[config.mk]
export PLATFORM = sky130hd
export DESIGN_NAME = button_debounce_long_press_unit
export DESIGN_NICKNAME = d
export VERILOG_FILES = /design/src/hw/rtl/bdlp_pkg.sv /design/src/hw/rtl/bdlp_cfg.sv /design/src/hw/rtl/bdlp_core.sv /design/src/hw/rtl/button_debounce_long_press_unit.sv
export SDC_FILE = /design/constraint.sdc
export NUM_CORES = 1
export LEC_CHECK = 0
export BUFFER_PORTS_ARGS = -buffer_cell sky130_fd_sc_hd__buf_2
export CAP_MARGIN = 20
export CORE_MARGIN = 3
export CORE_UTILIZATION = 35
export CTS_CLUSTER_SIZE = 28
export DETAILED_ROUTE_END_ITERATION = 10
export GPL_TIMING_DRIVEN = 0
export SETUP_SLACK_MARGIN = 0.3
export SLEW_MARGIN = 0
export SYNTH_ARGS = -nofsm -noshare
export SYNTH_HDL_FRONTEND = slang
export SYNTH_SLANG_ARGS = --single-unit
[constraint.sdc]
create_clock -name clk -period 6.8 [get_ports clk]
set_input_delay 1.36 -clock clk [delete_from_list [all_inputs] [get_ports clk]]
set_output_delay 1.36 -clock clk [all_outputs]
set_load 0.01 [all_outputs]
[src/hw/rtl/bdlp_pkg.sv]
// Shared types and constants for the button debounce and long-press unit.
// Used by bdlp_cfg, bdlp_core and the top level; depends on nothing else.
`default_nettype none

package bdlp_pkg;

  // Field widths.
  localparam int unsigned TIME_W  = 32;
  localparam int unsigned CFG_W   = 16;
  localparam int unsigned CFG_IDX_W = 2;

  // Configuration register indexes.
  localparam logic [CFG_IDX_W-1:0] CFG_IDX_DEBOUNCE   = 2'd0;
  localparam logic [CFG_IDX_W-1:0] CFG_IDX_LONG_PRESS = 2'd1;

  // Reset values of the configuration registers, in milliseconds.
  localparam logic [CFG_W-1:0] DEBOUNCE_RST   = 16'd25;
  localparam logic [CFG_W-1:0] LONG_PRESS_RST = 16'd700;

  // Input action codes.
  localparam logic ACT_SAMPLE = 1'b0;
  localparam logic ACT_START  = 1'b1;

  // Button event codes.
  typedef enum logic [1:0] {
    EV_NONE  = 2'd0,
    EV_SHORT = 2'd1,
    EV_LONG  = 2'd2
  } event_t;

  // One input item.
  typedef struct packed {
    logic              action;
    logic              pressed_level;
    logic [TIME_W-1:0] time_ms;
  } item_t;

  // Configuration values seen by the core.
  typedef struct packed {
    logic [CFG_W-1:0] debounce_time;
    logic [CFG_W-1:0] long_press_time;
  } cfg_t;

endpackage

`default_nettype wire

[src/hw/rtl/bdlp_cfg.sv]
// Configuration register file: debounce time and long-press time.
// Depends on bdlp_pkg for index codes, reset values and cfg_t.
`default_nettype none

module bdlp_cfg
  import bdlp_pkg::*;
(
  input  wire logic                 clk,
  input  wire logic                 rst_n,
  input  wire logic                 wr_en,
  input  wire logic [CFG_IDX_W-1:0] wr_index,
  input  wire logic [CFG_W-1:0]     wr_data,
  output cfg_t                      cfg
);

  logic [CFG_W-1:0] debounce_time_r;
  logic [CFG_W-1:0] long_press_time_r;

  // Register writes; an unknown index is ignored.
  always_ff @(posedge clk) begin
    if (!rst_n) begin
      debounce_time_r   <= DEBOUNCE_RST;
      long_press_time_r <= LONG_PRESS_RST;
    end else if (wr_en) begin
      case (wr_index)
        CFG_IDX_DEBOUNCE:   debounce_time_r   <= wr_data;
        CFG_IDX_LONG_PRESS: long_press_time_r <= wr_data;
        default: ;
      endcase
    end
  end

  assign cfg.debounce_time   = debounce_time_r;
  assign cfg.long_press_time = long_press_time_r;

endmodule

`default_nettype wire

[src/hw/rtl/bdlp_core.sv]
// Debounce and press-timing state with the per-sample event logic.
// Depends on bdlp_pkg for item_t, cfg_t and event_t.
`default_nettype none

module bdlp_core
  import bdlp_pkg::*;
(
  input  wire logic clk,
  input  wire logic rst_n,
  input  wire logic en,
  input  wire item_t item,
  input  wire cfg_t  cfg,
  output event_t    button_event
);

  logic              raw_level_r,     raw_level_nxt;
  logic              stable_level_r,  stable_level_nxt;
  logic [TIME_W-1:0] change_time_r,   change_time_nxt;
  logic [TIME_W-1:0] press_time_r,    press_time_nxt;
  logic              long_reported_r, long_reported_nxt;

  logic [TIME_W-1:0] db_elapsed;
  logic [TIME_W-1:0] lp_elapsed;
  logic              settle;
  logic              press_settle;

  // Step logic: a start item loads the state; otherwise restart the debounce time
  // on a raw change, let the stable level follow once settled, then check for a long press.
  always_comb begin
    raw_level_nxt     = raw_level_r;
    stable_level_nxt  = stable_level_r;
    change_time_nxt   = change_time_r;
    press_time_nxt    = press_time_r;
    long_reported_nxt = long_reported_r;
    button_event      = EV_NONE;

    // A raw change makes the elapsed debounce time zero.
    if (item.pressed_level != raw_level_r) begin
      db_elapsed = '0;
    end else begin
      db_elapsed = item.time_ms - change_time_r;
    end
    settle = (stable_level_r != item.pressed_level) &&
             (db_elapsed >= {{(TIME_W-CFG_W){1'b0}}, cfg.debounce_time});
    press_settle = settle && item.pressed_level;

    // An accepted press restarts the press time at the current sample.
    if (press_settle) begin
      lp_elapsed = '0;
    end else begin
      lp_elapsed = item.time_ms - press_time_r;
    end

    if (item.action == ACT_START) begin
      raw_level_nxt     = item.pressed_level;
      stable_level_nxt  = item.pressed_level;
      change_time_nxt   = item.time_ms;
      press_time_nxt    = item.time_ms;
      long_reported_nxt = 1'b0;
    end else begin
      raw_level_nxt = item.pressed_level;
      if (item.pressed_level != raw_level_r) begin
        change_time_nxt = item.time_ms;
      end
      if (settle) begin
        stable_level_nxt = item.pressed_level;
        if (item.pressed_level) begin
          press_time_nxt    = item.time_ms;
          long_reported_nxt = 1'b0;
        end else if (!long_reported_r) begin
          button_event = EV_SHORT;
        end
      end
      // A release leaves the stable level low, so this check is skipped then.
      if (stable_level_nxt && !long_reported_nxt &&
          (lp_elapsed >= {{(TIME_W-CFG_W){1'b0}}, cfg.long_press_time})) begin
        long_reported_nxt = 1'b1;
        button_event      = EV_LONG;
      end
    end
  end

  // State update, once per processed item.
  always_ff @(posedge clk) begin
    if (!rst_n) begin
      raw_level_r     <= 1'b0;
      stable_level_r  <= 1'b0;
      change_time_r   <= '0;
      press_time_r    <= '0;
      long_reported_r <= 1'b0;
    end else if (en) begin
      raw_level_r     <= raw_level_nxt;
      stable_level_r  <= stable_level_nxt;
      change_time_r   <= change_time_nxt;
      press_time_r    <= press_time_nxt;
      long_reported_r <= long_reported_nxt;
    end
  end

  // A long press leaves the button held and marked as reported.
  a_long_marks: assert property (@(posedge clk) disable iff (!rst_n)
    en && (button_event == EV_LONG) |=> stable_level_r && long_reported_r)
    else $error("long press did not leave a held, reported state");

  // A short press is only given on a debounced release.
  a_short_release: assert property (@(posedge clk) disable iff (!rst_n)
    en && (button_event == EV_SHORT) |=> !stable_level_r && !raw_level_r)
    else $error("short press without a debounced release");

  // A start item loads matching levels and clears the long-press mark.
  a_start_load: assert property (@(posedge clk) disable iff (!rst_n)
    en && (item.action == ACT_START) |=>
      (stable_level_r == raw_level_r) && !long_reported_r &&
      (press_time_r == change_time_r))
    else $error("start item did not load the initial state");

endmodule

`default_nettype wire

[src/hw/rtl/button_debounce_long_press_unit.sv]
// Button debounce and long-press unit: input register, core logic, result register.
// A result passes the input register and then the result register before it is on out_*.
// Throughput: one item per cycle while out_stall is low; bdlp_core updates its state once per item.
// Reset: synchronous active-low rst_n clears both valid flags and the button state
// and loads debounce_time 25 and long_press_time 700. No clearing pass is needed.
`default_nettype none

module button_debounce_long_press_unit
  import bdlp_pkg::*;
(
  input  wire logic                 clk,
  input  wire logic                 rst_n,
  // Input channel.
  input  wire logic                 in_valid,
  output logic                      in_stall,
  input  wire logic                 in_action,
  input  wire logic                 in_pressed_level,
  input  wire logic [TIME_W-1:0]    in_time_ms,
  // Result channel.
  output logic                      out_valid,
  input  wire logic                 out_stall,
  output logic [1:0]                out_button_event,
  // Configuration write channel.
  input  wire logic                 cfg_valid,
  output logic                      cfg_ready,
  input  wire logic [CFG_IDX_W-1:0] cfg_index,
  input  wire logic [CFG_W-1:0]     cfg_wdata
);

  logic   s1_valid_r;
  item_t  s1_item_r;
  logic   out_valid_r;
  event_t out_event_r;
  event_t core_event;
  cfg_t   cfg;
  logic   out_free;
  logic   advance;
  logic   in_take;

  // Configuration registers; writes are always taken.
  assign cfg_ready = 1'b1;

  bdlp_cfg u_cfg (
    .clk      (clk),
    .rst_n    (rst_n),
    .wr_en    (cfg_valid && cfg_ready),
    .wr_index (cfg_index),
    .wr_data  (cfg_wdata),
    .cfg      (cfg)
  );

  // Pipeline flow: the input stage moves on whenever the result register
  // is empty or being drained in this cycle.
  assign out_free = !out_valid_r || !out_stall;
  assign advance  = s1_valid_r && out_free;
  assign in_stall = s1_valid_r && !out_free;
  assign in_take  = in_valid && !in_stall;

  // Input register.
  always_ff @(posedge clk) begin
    if (!rst_n) begin
      s1_valid_r <= 1'b0;
    end else if (in_take) begin
      s1_valid_r <= 1'b1;
    end else if (advance) begin
      s1_valid_r <= 1'b0;
    end
  end

  always_ff @(posedge clk) begin
    if (in_take) begin
      s1_item_r.action        <= in_action;
      s1_item_r.pressed_level <= in_pressed_level;
      s1_item_r.time_ms       <= in_time_ms;
    end
  end

  // Per-item logic and button state.
  bdlp_core u_core (
    .clk          (clk),
    .rst_n        (rst_n),
    .en           (advance),
    .item         (s1_item_r),
    .cfg          (cfg),
    .button_event (core_event)
  );

  // Result register.
  always_ff @(posedge clk) begin
    if (!rst_n) begin
      out_valid_r <= 1'b0;
    end else if (out_free) begin
      out_valid_r <= advance;
    end
  end

  always_ff @(posedge clk) begin
    if (advance) begin
      out_event_r <= core_event;
    end
  end

  assign out_valid        = out_valid_r;
  assign out_button_event = out_event_r;

  // A held input item is never dropped while the result side is stalled.
  a_s1_hold: assert property (@(posedge clk) disable iff (!rst_n)
    s1_valid_r && !out_free |=> s1_valid_r && $stable(s1_item_r))
    else $error("input stage lost an item under stall");

  // Every item that leaves the input stage shows up as a result.
  a_advance_out: assert property (@(posedge clk) disable iff (!rst_n)
    advance |=> out_valid_r)
    else $error("processed item did not reach the result register");

  // A stalled result is neither replaced nor dropped.
  a_out_hold: assert property (@(posedge clk) disable iff (!rst_n)
    out_valid_r && out_stall |=> out_valid_r && $stable(out_event_r))
    else $error("stalled result changed");

endmodule

`default_nettype wire

==> run_results.csv, run 1 <==
group,metric,value,unit
cells_and_area,nNetsFinal,1506,
cells_and_area,area.growth.synth_to_final,18.3,%
hold_path,min_path_type,"flop to flop",
logic_synthesis,syn_avg_cell_area,7.85,sq um
routing,drc,0,
clocking,clk_path_buf_depth,2,
logic_synthesis,synth-compound-area-share,26.7,%
routing,avgViaCountPerCell,5.35,
die,die_y,174,um
cells_and_area,register_area,3100,sq um
sta,clock_skew,14.2,ps
routing,wirelength,28.6,mm
power,p_per_area,241,nW/um^2
cells_and_area,final_cell_count_no_fill,1738,
routing,drtIter0Drc,571,
logic_synthesis,synth_warnings,0,
global_routing,track_usage,18.3,%
run,maxCapViolations,0,
global_routing,grt_first_pass_wirelength,45.0,mm
logic_synthesis,synthCells,1252,
die,die_area,30100,sq um
logic_synthesis,yosys.area_share.xor_xnor,3.57,%
clocking,cts_max_level,4,
die,core-area,27300,sq um
global_routing,first_global_vias,8879,
clocking,cts_tree,"yes",
placed_design,dp_hpwl,22.3,mm
sta,timing.hold.ws,454,ps
logic_synthesis,synth_adder_area_share,12.4,%
setup_path,crit_path_end_kind,"flop",
global_routing,grt-ovfl-total,0,
placed_design,place_ws,-520,ps
die,start_util,36.1,%
setup_path,slowest_delay,560,ps
routing,antenna_left,0,
sta,max_freq,155,MHz
sta,finalCriticalPeriod,6470,ps
routing,vias,9305,
sta,finalSetupTns,0,ps
sta,setup_ws,328,ps
cells_and_area,n_fill_cell,2756,
logic_synthesis,synth_simple_gate_area_share,18.2,%
setup_path,cp_max_fo,6,
clocking,hold_buffers,0,
cells_and_area,utilization,42.6,%
logic_synthesis,ys_seq_area_share,31.6,%
setup_path,required,6960,ps
logic_synthesis,syn-num-nets,1405,
sta,rsz0062_at_grt,"true",
sta,finalHoldViolCount,0,
routing,wl_per_cell,16.4,um
clocking,insertion_delay,430,ps
logic_synthesis,ys.flop_type,"dfxtp_1",
logic_synthesis,synthArstFlopShare,0,%
clocking,root_buffer,"clkbuf_16",
clocking,cts_buffers,17,
power,max-vdd-ir-drop,0.000187,V
cells_and_area,diodes,0,
sta,timing.final.max_slew_violations,0,
die,rows,60,
clocking,path_clk_slew,60,ps
cells_and_area,multi_input_area,6270,sq um
logic_synthesis,yosys_register_bits,137,
cells_and_area,layout-drive-gt1-share,15.2,%
placed_design,dp.cells,1686,
run_status,status,"completed",
placed_design,portBuffers,60,
sta,fin_crit_sh,95.2,%
logic_synthesis,synth-edff-count,36,
logic_synthesis,synth_cell_types,81,
power,cellLeakagePower,0.00446,uW
setup_path,crit_slowest_cell,"a2111oi_0",
setup_path,crit_family,"compound AO/OA/AOI/OAI gates",
sta,worst_pin_slew,895,ps
global_routing,grt_start_max_net_pins,32,
logic_synthesis,synth_top_family_by_area,"compound AO/OA/AOI/OAI gates",
logic_synthesis,muxShareOfSynthArea,0.624,%
sta,slew_headroom,40.2,%
logic_synthesis,synth_area,9820,sq um
setup_path,cp_data_arrival_time,6630,ps
setup_path,critPathLaunchType,"flop",
setup_path,crit_type,"flop to flop",
routing,dr.pass1.iters,5,
global_routing,antenna_found_initial,0,
placed_design,gp_congestion,0.913,
die,io_pins,62,
die,fp.dieW,174,um
clocking,clock-sinks,137,
setup_path,cp_num_buf_inv,1,
sta,setup_viol,0,
==> power by group <==
part           switching, uW  leakage, uW  internal (uW)
Combinational            540      0.00297            368
Sequential              39.0      0.00118            886
Clock                    398     0.000309            564
==> cell families after synthesis <==
family                     after synthesis
xor gates and xnor gates                40
buffers and inverters                  171
muxes                                    6
other                                    1
adders and majority gates               96
DFF                                    137
and+or+nand+nor                        392
AOI/OAI and AO/OA                      409
==> layer usage <==
layer	GRT usage [%]	up-vias	routed length, um
met3	1.49	51	876
met1	24.5	4363	13300
met2	30.1	205	13400
met4	8.04	0	974
met5	0	-	0
li1	-	4686	-
==> cells in the final DEF (no fill, tap or decap), types with 9 or more instances in the layout <==
| cell | Yosys | routed |
|---|---|---|
| nand2_1 | 187 | 186 |
| inv_1 | 108 | 107 |
| nor2_1 | 62 | 62 |
| o21ai_0 | 72 | 66 |
| o211ai_1 | 20 | 20 |
| a21o_1 | 33 | 33 |
| or3_1 | 9 | 9 |
| o21a_1 | 12 | 12 |
| ha_1 | 94 | 86 |
| buf_2 | 13 | 74 |
| a21oi_2 | 13 | 20 |
| xor2_1 | 19 | 18 |
| nand4_1 | 17 | 17 |
| edfxtp_1 | 36 | 36 |
| nor3_1 | 12 | 12 |
| dfxtp_1 | 101 | 101 |
| clkbuf_16 | 0 | 19 |
| nand3_1 | 48 | 48 |
| clkbuf_1 | 40 | 40 |
| xnor2_1 | 21 | 20 |
| and3_1 | 9 | 9 |
| buf_4 | 1 | 21 |
| a21oi_1 | 163 | 154 |
==> synth_stat cells, drive strengths merged, types with 17 or more instances <==
cell type,n,area share (%)
ha,94,12
nand2,187,7.1
clkbuf,44,1.7
buf,18,1.1
dfxtp,101,21
nand4,17,1.1
o21ai,77,3.9
nor2,63,2.4
inv,109,4.2
edfxtp,36,11
a21oi,176,9.5
xnor2,21,1.9
a21o,34,2.7
o211ai,20,1.5
xor2,19,1.7
nand3,48,2.4
==> final timing paths <==
kind	from	end	slack (ps)	cells after the start
setup reg to reg	s1_item_r[0]$_DFFE_PP_	out_button_event[1]$_SDFFCE_PP0P_	330	29
setup / recovery	s1_item_r[0]$_DFFE_PP_	out_button_event[1]$_SDFFCE_PP0P_	330	29
hold reg to reg	u_core.change_time_r[13]$_SDFFE_PN0P_	u_core.change_time_r[13]$_SDFFE_PN0P_	450	2
hold / removal	u_core.change_time_r[13]$_SDFFE_PN0P_	u_core.change_time_r[13]$_SDFFE_PN0P_	450	2
==> area by class of cell <==
cell class | count | area share (%)
buffer | 62 | 2.42
clock buffer | 19 | 4.09
clock inverter | 13 | 1.22
inverter | 109 | 3.52
multi-input combinational | 944 | 53.9
sequential | 137 | 26.7
tap | 372 | 4.01
timing repair buffer | 82 | 4.09
==> what timing repair did <==
item,in CTS,in global routing
pin swaps,8,29
gates resized for setup,9,44
setup buffers,8,12
endpoints found under the setup margin,2,2
hold endpoints to repair,0,0
==> sequential cells by signal (all words and copies together) (netlist names) <==
signal / count
s1_item_r: 34
u_core.change_time_r: 32
u_core.press_time_r: 32
u_cfg.debounce_time_r: 16
u_cfg.long_press_time_r: 16
out_button_event: 2
out_valid: 1
s1_valid_r: 1
u_core.long_reported_r: 1
u_core.raw_level_r: 1
u_core.stable_level_r: 1
==> through the flow <==
step	total power, uW	cell area [sq um]
after floorplan	1530	9820
after global placement	1730	10600
after detailed placement	1750	10600
after CTS	2730	11300
after global routing	2950	11600
final	2800	11600
==> worst register-to-register path: cells and delay by family, from the launching register on <==
kind | cells | cell delay (ps)
buf+inv | 1 | 100
flops | 1 | 410
compound gates | 16 | 3470
simple gates | 7 | 1240
xor+xnor | 1 | 180
fa+ha+maj | 4 | 800
No activity file was read; power rests on OpenSTA's default activity.
==> inputs of run 2 (changes only) <==
--- a/config.mk
+++ b/config.mk
@@ -16,4 +16,5 @@
 export SLEW_MARGIN = 0
 export SYNTH_ARGS = -nofsm -noshare
 export SYNTH_HDL_FRONTEND = slang
+export SYNTH_HIERARCHICAL = 1
 export SYNTH_SLANG_ARGS = --single-unit
==> run 2 against run 1 <==
- register-to-register slack lost 890 ps
- core utilization shrank 0.69 points
- clock power shrank 2.2%
- sequential share of layout area shrank 0.37 points
- final area grew 1.4%
- flip-flop and latch count is the same
- combinational power shrank 10%
- the flow now finishes with violations (setup timing)
- worst hold slack gained 6.9 ps
- count of clock-buffer cells in the layout is the same
- die area grew 2.5%
- largest cell class unchanged
- synthesized cell count shrank 3.8%
- via count shrank 6.4%
==> run_results.csv, run 2 <==
group,metric,value,unit
run_status,status,"complete, but fails checks",
run_status,violations,"setup timing",
placed_design,dpl-instance-area,10900,sq um
die,rows,61,
global_routing,antenna_found_initial,0,
logic_synthesis,synth_area_leaders,"dfxtp_1, ha_1, edfxtp_1, nand2_1, mux2i_1",
die,die_area,30900,sq um
cells_and_area,layout-drive-gt1-share,13.8,%
logic_synthesis,synthCells,1205,
cells_and_area,stdcell_area,11800,sq um
setup_path,crit_slowest_cell,"or4_4",
logic_synthesis,syn_avg_cell_area,8.36,sq um
global_routing,first_global_vias,8441,
sta,timing.hold.ws,461,ps
routing,wl_per_cell,15.8,um
setup_path,crit_path_end_kind,"flop",
run,maxCapViolations,0,
logic_synthesis,synth_cell_types,90,
clocking,hold_buffers,0,
global_routing,grt_first_pass_wirelength,43.4,mm
placed_design,gp_congestion,0.883,
sta,fin_crit_sh,108,%
sta,setup_ws,-557,ps
cells_and_area,largest_registers,"s1_item_r (34), u_core/change_time_r (32), u_core/press_time_r (32)",
setup_path,cp_num_buf_inv,1,
sta,setup_viol,2,
cells_and_area,layout_commonest_cell,"nand2_1",
die,core-area,28100,sq um
sta,finalSetupTns,-1050,ps
logic_synthesis,synthArstFlopShare,0,%
die,io_pins,62,
power,max-vdd-ir-drop,0.000166,V
global_routing,track_usage,17.5,%
cells_and_area,diodes,0,
cells_and_area,register_area,3100,sq um
hold_path,min_path_type,"flop to flop",
sta,max_freq,136,MHz
setup_path,crit_family,"compound AO/OA/AOI/OAI gates",
setup_path,required,6990,ps
power,totalPowerFinal,2680,uW
die,die_y,176,um
global_routing,grt_start_max_net_pins,19,
sta,finalHoldViolCount,0,
logic_synthesis,synthTopCellsByCount,"nand2_1, inv_1, dfxtp_1, ha_1, a21oi_1",
cells_and_area,regMostFlops,"s1_item_r",
logic_synthesis,yosysTopAreaCellShare,20.1,%
global_routing,grt-ovfl-total,0,
clocking,cts_buffers,17,
power,p_per_area,227,nW/um^2
logic_synthesis,synth_warnings,6,
cells_and_area,largest_reg_flops,34,
clocking,clock-sinks,137,
setup_path,critPathLaunchType,"flop",
logic_synthesis,ys.flop_type,"dfxtp_1",
clocking,root_buffer,"clkbuf_16",
clocking,cts_tree,"yes",
sta,finalCriticalPeriod,7360,ps
routing,vias,8713,
die,start_util,35.9,%
setup_path,cp_max_fo,4,
logic_synthesis,synth_area,10100,sq um
cells_and_area,utilization,41.9,%
routing,drtIter0Drc,613,
cells_and_area,multi_input_area,6460,sq um
die,fp.dieW,176,um
logic_synthesis,yosysMostFrequentCell,"nand2_1",
routing,drc,0,
setup_path,slowest_delay,540,ps
routing,dr.pass1.iters,5,
logic_synthesis,yosys_register_bits,137,
logic_synthesis,ys_seq_area_share,30.8,%
sta,rsz0062_at_grt,"true",
setup_path,cp_data_arrival_time,7550,ps
setup_path,cp_common_cell,"a21oi_2",
routing,antenna_left,0,
routing,avgViaCountPerCell,5.14,
routing,wirelength,26.8,mm
placed_design,portBuffers,60,
logic_synthesis,yosys.area.top_type,"dfxtp_1",
cells_and_area,area.growth.synth_to_final,16.9,%
logic_synthesis,syn-num-nets,1358,
sta,timing.final.max_slew_violations,0,
power,cellLeakagePower,0.00470,uW
logic_synthesis,synth-edff-count,36,
sta,slew_headroom,44.8,%
clocking,clk_path_buf_depth,2,
cells_and_area,final_cell_mix,"nand2_1, inv_1, dfxtp_1, ha_1, a21oi_1",
placed_design,dp_hpwl,21.0,mm
sta,worst_pin_slew,825,ps
cells_and_area,n_fill_cell,2894,
sta,clock_skew,14.1,ps
setup_path,crit_type,"flop to flop",
clocking,insertion_delay,440,ps
clocking,cts_max_level,4,
cells_and_area,nNetsFinal,1457,
clocking,path_clk_slew,70,ps
## run 2: changes by cell type after synthesis, moves of 15 or more
cell | before | now
mux2i_1 | 5 | 64
o21ai_0 | 72 | 47
a21boi_0 | 2 | 34
nor2b_1 | 8 | 53
a21oi_1 | 163 | 80
nand3_1 | 48 | 20
a211oi_1 | 5 | 20
## run 2: stage by stage
step	instances	setup slack, ps
5_1_grt	1695	-893
6_report	1695	-557
2_1_floorplan	1205	179
4_1_cts	1691	-484
3_5_place_dp	1645	-1280
3_3_place_gp	1643	-1260
## run 2: final timing paths
path | start | cells past startpoint | end | slack [ps]
worst max-delay path | s1_item_r[0]$_DFFE_PP_ | 33 | out_button_event[1]$_DFFE_PP_ | -560
worst min-delay path | u_core/change_time_r[5]$_SDFFE_PN0P_ | 2 | u_core/change_time_r[5]$_SDFFE_PN0P_ | 460
worst max register to register | s1_item_r[0]$_DFFE_PP_ | 33 | out_button_event[1]$_DFFE_PP_ | -560
worst min register to register | u_core/change_time_r[5]$_SDFFE_PN0P_ | 2 | u_core/change_time_r[5]$_SDFFE_PN0P_ | 460
## run 2: worst reg2reg max path: cells and delay by family (launching register included)
family,cells,cell delay [ps]
buffers and inverters,1,130
AOI/OAI and AO/OA,15,2950
DFF,1,490
adders and majority gates,4,910
and+or+nand+nor,12,2440
xor gates and xnor gates,1,180
## run 2: report_power, final
| group | leakage, uW | switching [uW] | total, uW | internal, uW |
|---|---|---|---|---|
| Sequential | 0.00118 | 37.4 | 922 | 885 |
| Clock | 0.000292 | 406 | 941 | 535 |
| Combinational | 0.00323 | 474 | 813 | 339 |
## run 2: logic make-up after synthesis
| kind of cell | synth area share [%] |
|---|---|
| other | 0.0372 |
| buffers and inverters | 6.77 |
| adder cells (fa/ha/maj) | 12.1 |
| AND/OR/NAND/NOR | 20.1 |
| AO/OA/AOI/OAI | 20.5 |
| XOR/XNOR | 3.39 |
| flip-flops | 30.8 |
| multiplexers | 6.36 |
## run 2: what timing repair did
action / CTS / global route
buffers inserted: 14 / 4
setup endpoints to repair: 2 / 2
pin swaps: 14 / 2
resized for setup: 21 / 10
## run 2: cell type report
type / count / area share [%]
clock inverters: 13 / 1.13
inverters: 111 / 3.54
flip-flops and latches: 137 / 26.3
plain buffers: 48 / 2.26
well taps: 378 / 4.01
clock buffers: 19 / 3.86
repair buffers: 80 / 3.99
multi-input cells: 909 / 54.9
## run 2: metal layers
metal | global-route usage (%) | vias to the layer above | wire length (um)
met5 | 0 | - | 0
met3 | 3.35 | 32 | 1080
met2 | 27.6 | 167 | 11900
met4 | 4.82 | 0 | 454
met1 | 24.4 | 4055 | 13400
li1 | - | 4459 | -
==> inputs of run 3 (changes only) <==
--- a/config.mk
+++ b/config.mk
@@ -5,12 +5,12 @@
 export SDC_FILE = /design/constraint.sdc
 export NUM_CORES = 1
 export LEC_CHECK = 0
-export BUFFER_PORTS_ARGS = -buffer_cell sky130_fd_sc_hd__buf_2
 export CAP_MARGIN = 20
 export CORE_MARGIN = 3
 export CORE_UTILIZATION = 35
 export CTS_CLUSTER_SIZE = 28
 export DETAILED_ROUTE_END_ITERATION = 10
+export DONT_BUFFER_PORTS = 1
 export GPL_TIMING_DRIVEN = 0
 export SETUP_SLACK_MARGIN = 0.3
 export SLEW_MARGIN = 0
==> constraint.sdc (replaced) <==
create_clock -name clk -period 9.5 [get_ports clk]
set_input_delay 1.9 -clock clk [delete_from_list [all_inputs] [get_ports clk]]
set_output_delay 1.9 -clock clk [all_outputs]
set_load 0.01 [all_outputs]
==> run 3 against run 2 <==
- the run now ends clean
- clock skew is 0.87 ps lower
- clock power is 26% lower
- power down 30%
- register-to-register slack better by 1600 ps
- first-iteration DRC count is 5.4% higher
- sequential share of layout area up 1.3 points
- critical path depth decreased by 1
- die area did not move
- sequential power fell by 28%
- wire length fell by 2.0%
- final cell count decreased by 4.6%
- critical endpoint unchanged
- largest cell class unchanged
- highest routed layer unchanged
==> run_results.csv, run 3 (same netlist as run 2, synthesis figures left out) <==
group,metric,value,unit
run_status,status,"completed",
sta,max_freq,119,MHz
setup_path,cp_data_arrival_time,8590,ps
die,fp.dieW,176,um
routing,wirelength,26.3,mm
die,start_util,35.9,%
clocking,cts_buffers,17,
hold_path,min_path_type,"flop to flop",
die,die_area,30900,sq um
cells_and_area,n_fill_cell,2923,
cells_and_area,nNetsFinal,1379,
power,max-vdd-ir-drop,0.000121,V
global_routing,track_usage,17.1,%
die,core-area,28100,sq um
cells_and_area,final_cell_mix,"nand2_1, inv_1, dfxtp_1, ha_1, a21oi_1",
die,rows,61,
global_routing,first_global_vias,8230,
setup_path,cp_max_fo,9,
clocking,clk_path_buf_depth,2,
cells_and_area,area.growth.synth_to_final,11.2,%
routing,antenna_left,0,
global_routing,grt_first_pass_wirelength,42.4,mm
placed_design,dp_hpwl,20.8,mm
clocking,root_buffer,"clkbuf_16",
power,seqPwrFrac,35.1,%
sta,timing.final.max_slew_violations,0,
routing,avgViaCountPerCell,5.28,
placed_design,gp_congestion,0.887,
routing,drtIter0Drc,646,
routing,vias,8533,
sta,slew_headroom,33.4,%
sta,fin_crit_sh,88.7,%
power,p_per_area,168,nW/um^2
cells_and_area,layout-drive-gt1-share,6.38,%
sta,worst_pin_slew,991,ps
routing,drc,0,
routing,wl_per_cell,16.3,um
routing,dr.pass1.iters,5,
global_routing,antenna_found_initial,0,
die,io_pins,62,
power,cellLeakagePower,0.00435,uW
sta,finalSetupTns,0,ps
clocking,hold_buffers,0,
setup_path,crit_type,"flop to flop",
sta,finalCriticalPeriod,8420,ps
sta,clock_skew,13.2,ps
setup_path,crit_path_end_kind,"flop",
sta,setup_viol,0,
power,pwr-share-comb,28.1,%
clocking,cts_resized,0,
setup_path,critPathLaunchType,"flop",
global_routing,grt_start_max_net_pins,19,
power,p_clk_share,36.8,%
sta,rsz0062_at_grt,"false",
placed_design,portBuffers,0,
clocking,post_cts_buffers,0,
cells_and_area,layout_commonest_cell,"nand2_1",
clocking,cts_max_level,4,
setup_path,required,9670,ps
cells_and_area,regMostFlops,"s1_item_r",
setup_path,crit_slowest_cell,"or4_1",
die,die_y,176,um
cells_and_area,diodes,0,
power,p_sw,628,uW
sta,finalHoldViolCount,0,
clocking,path_clk_slew,60,ps
run,maxCapViolations,0,
power,totalPowerFinal,1880,uW
setup_path,slowest_delay,610,ps
clocking,insertion_delay,430,ps
power,swShare,33.4,%
cells_and_area,largest_registers,"s1_item_r (34), u_core/change_time_r (32), u_core/press_time_r (32)",
global_routing,grt-ovfl-total,0,
cells_and_area,largest_reg_flops,34,
clocking,clock-sinks,137,
power,p_int,1250,uW
clocking,cts_tree,"yes",
-- run 3: power groups by stage --
stage	combinational [uW]	clock [uW]	sequential [uW]
2_1_floorplan	401	0	662
3_3_place_gp	511	0	673
3_5_place_dp	521	0	673
4_1_cts	524	714	661
5_1_grt	594	737	664
6_report	528	693	660
-- run 3: area by class of cell --
cell class | instances | area, sq um | share of cell area, %
multi-input cells | 909 | 6300 | 56.2
flip-flops and latches | 137 | 3100 | 27.7
clock buffers | 21 | 493 | 4.40
well taps | 378 | 473 | 4.22
inverters | 111 | 417 | 3.72
plain buffers | 48 | 265 | 2.37
clock inverters | 11 | 125 | 1.12
repair buffers | 2 | 32.5 | 0.290
-- run 3: through the flow --
stage          std cells  area (sq um)  hold slack (ps)  utilization (%)  setup WS (ps)
3_5_place_dp        1585         10600              448             37.7           1240
3_3_place_gp        1583         10600              444             37.6           1210
6_report            1617         11200              459             39.9           1080
4_1_cts             1617         11200              461             39.9           1190
2_1_floorplan       1205         10100              435                -           2730
5_1_grt             1617         11200              475             39.9            506
-- run 3: path summary, 6_finish.rpt --
path	startpoint	end	slack [ps]	cells past startpoint
min reg2reg	u_cfg/debounce_time_r[9]$_SDFFE_PN0P_	u_cfg/debounce_time_r[9]$_SDFFE_PN0P_	460	2
max	s1_item_r[12]$_DFFE_PP_	out_button_event[1]$_DFFE_PP_	1080	32
max reg2reg	s1_item_r[12]$_DFFE_PP_	out_button_event[1]$_DFFE_PP_	1080	32
min	u_cfg/debounce_time_r[9]$_SDFFE_PN0P_	u_cfg/debounce_time_r[9]$_SDFFE_PN0P_	460	2
-- run 3: critical path: cells and delay by family, from the launching register on --
| kind | cells | cell delay, ps |
|---|---|---|
| buffers and inverters | 1 | 350 |
| xor gates and xnor gates | 1 | 150 |
| adders and majority gates | 3 | 900 |
| and+or+nand+nor | 13 | 2950 |
| AOI/OAI and AO/OA | 14 | 3330 |
| DFF | 1 | 470 |
-- run 3: routing by layer --
layer	global-route usage [%]	vias to the layer above	part of all wire (%)
li1	-	4292	-
met1	23.4	4007	49
met2	27.4	199	45
met3	3.20	35	4.9
met4	5.05	0	1.6
met5	0	-	0
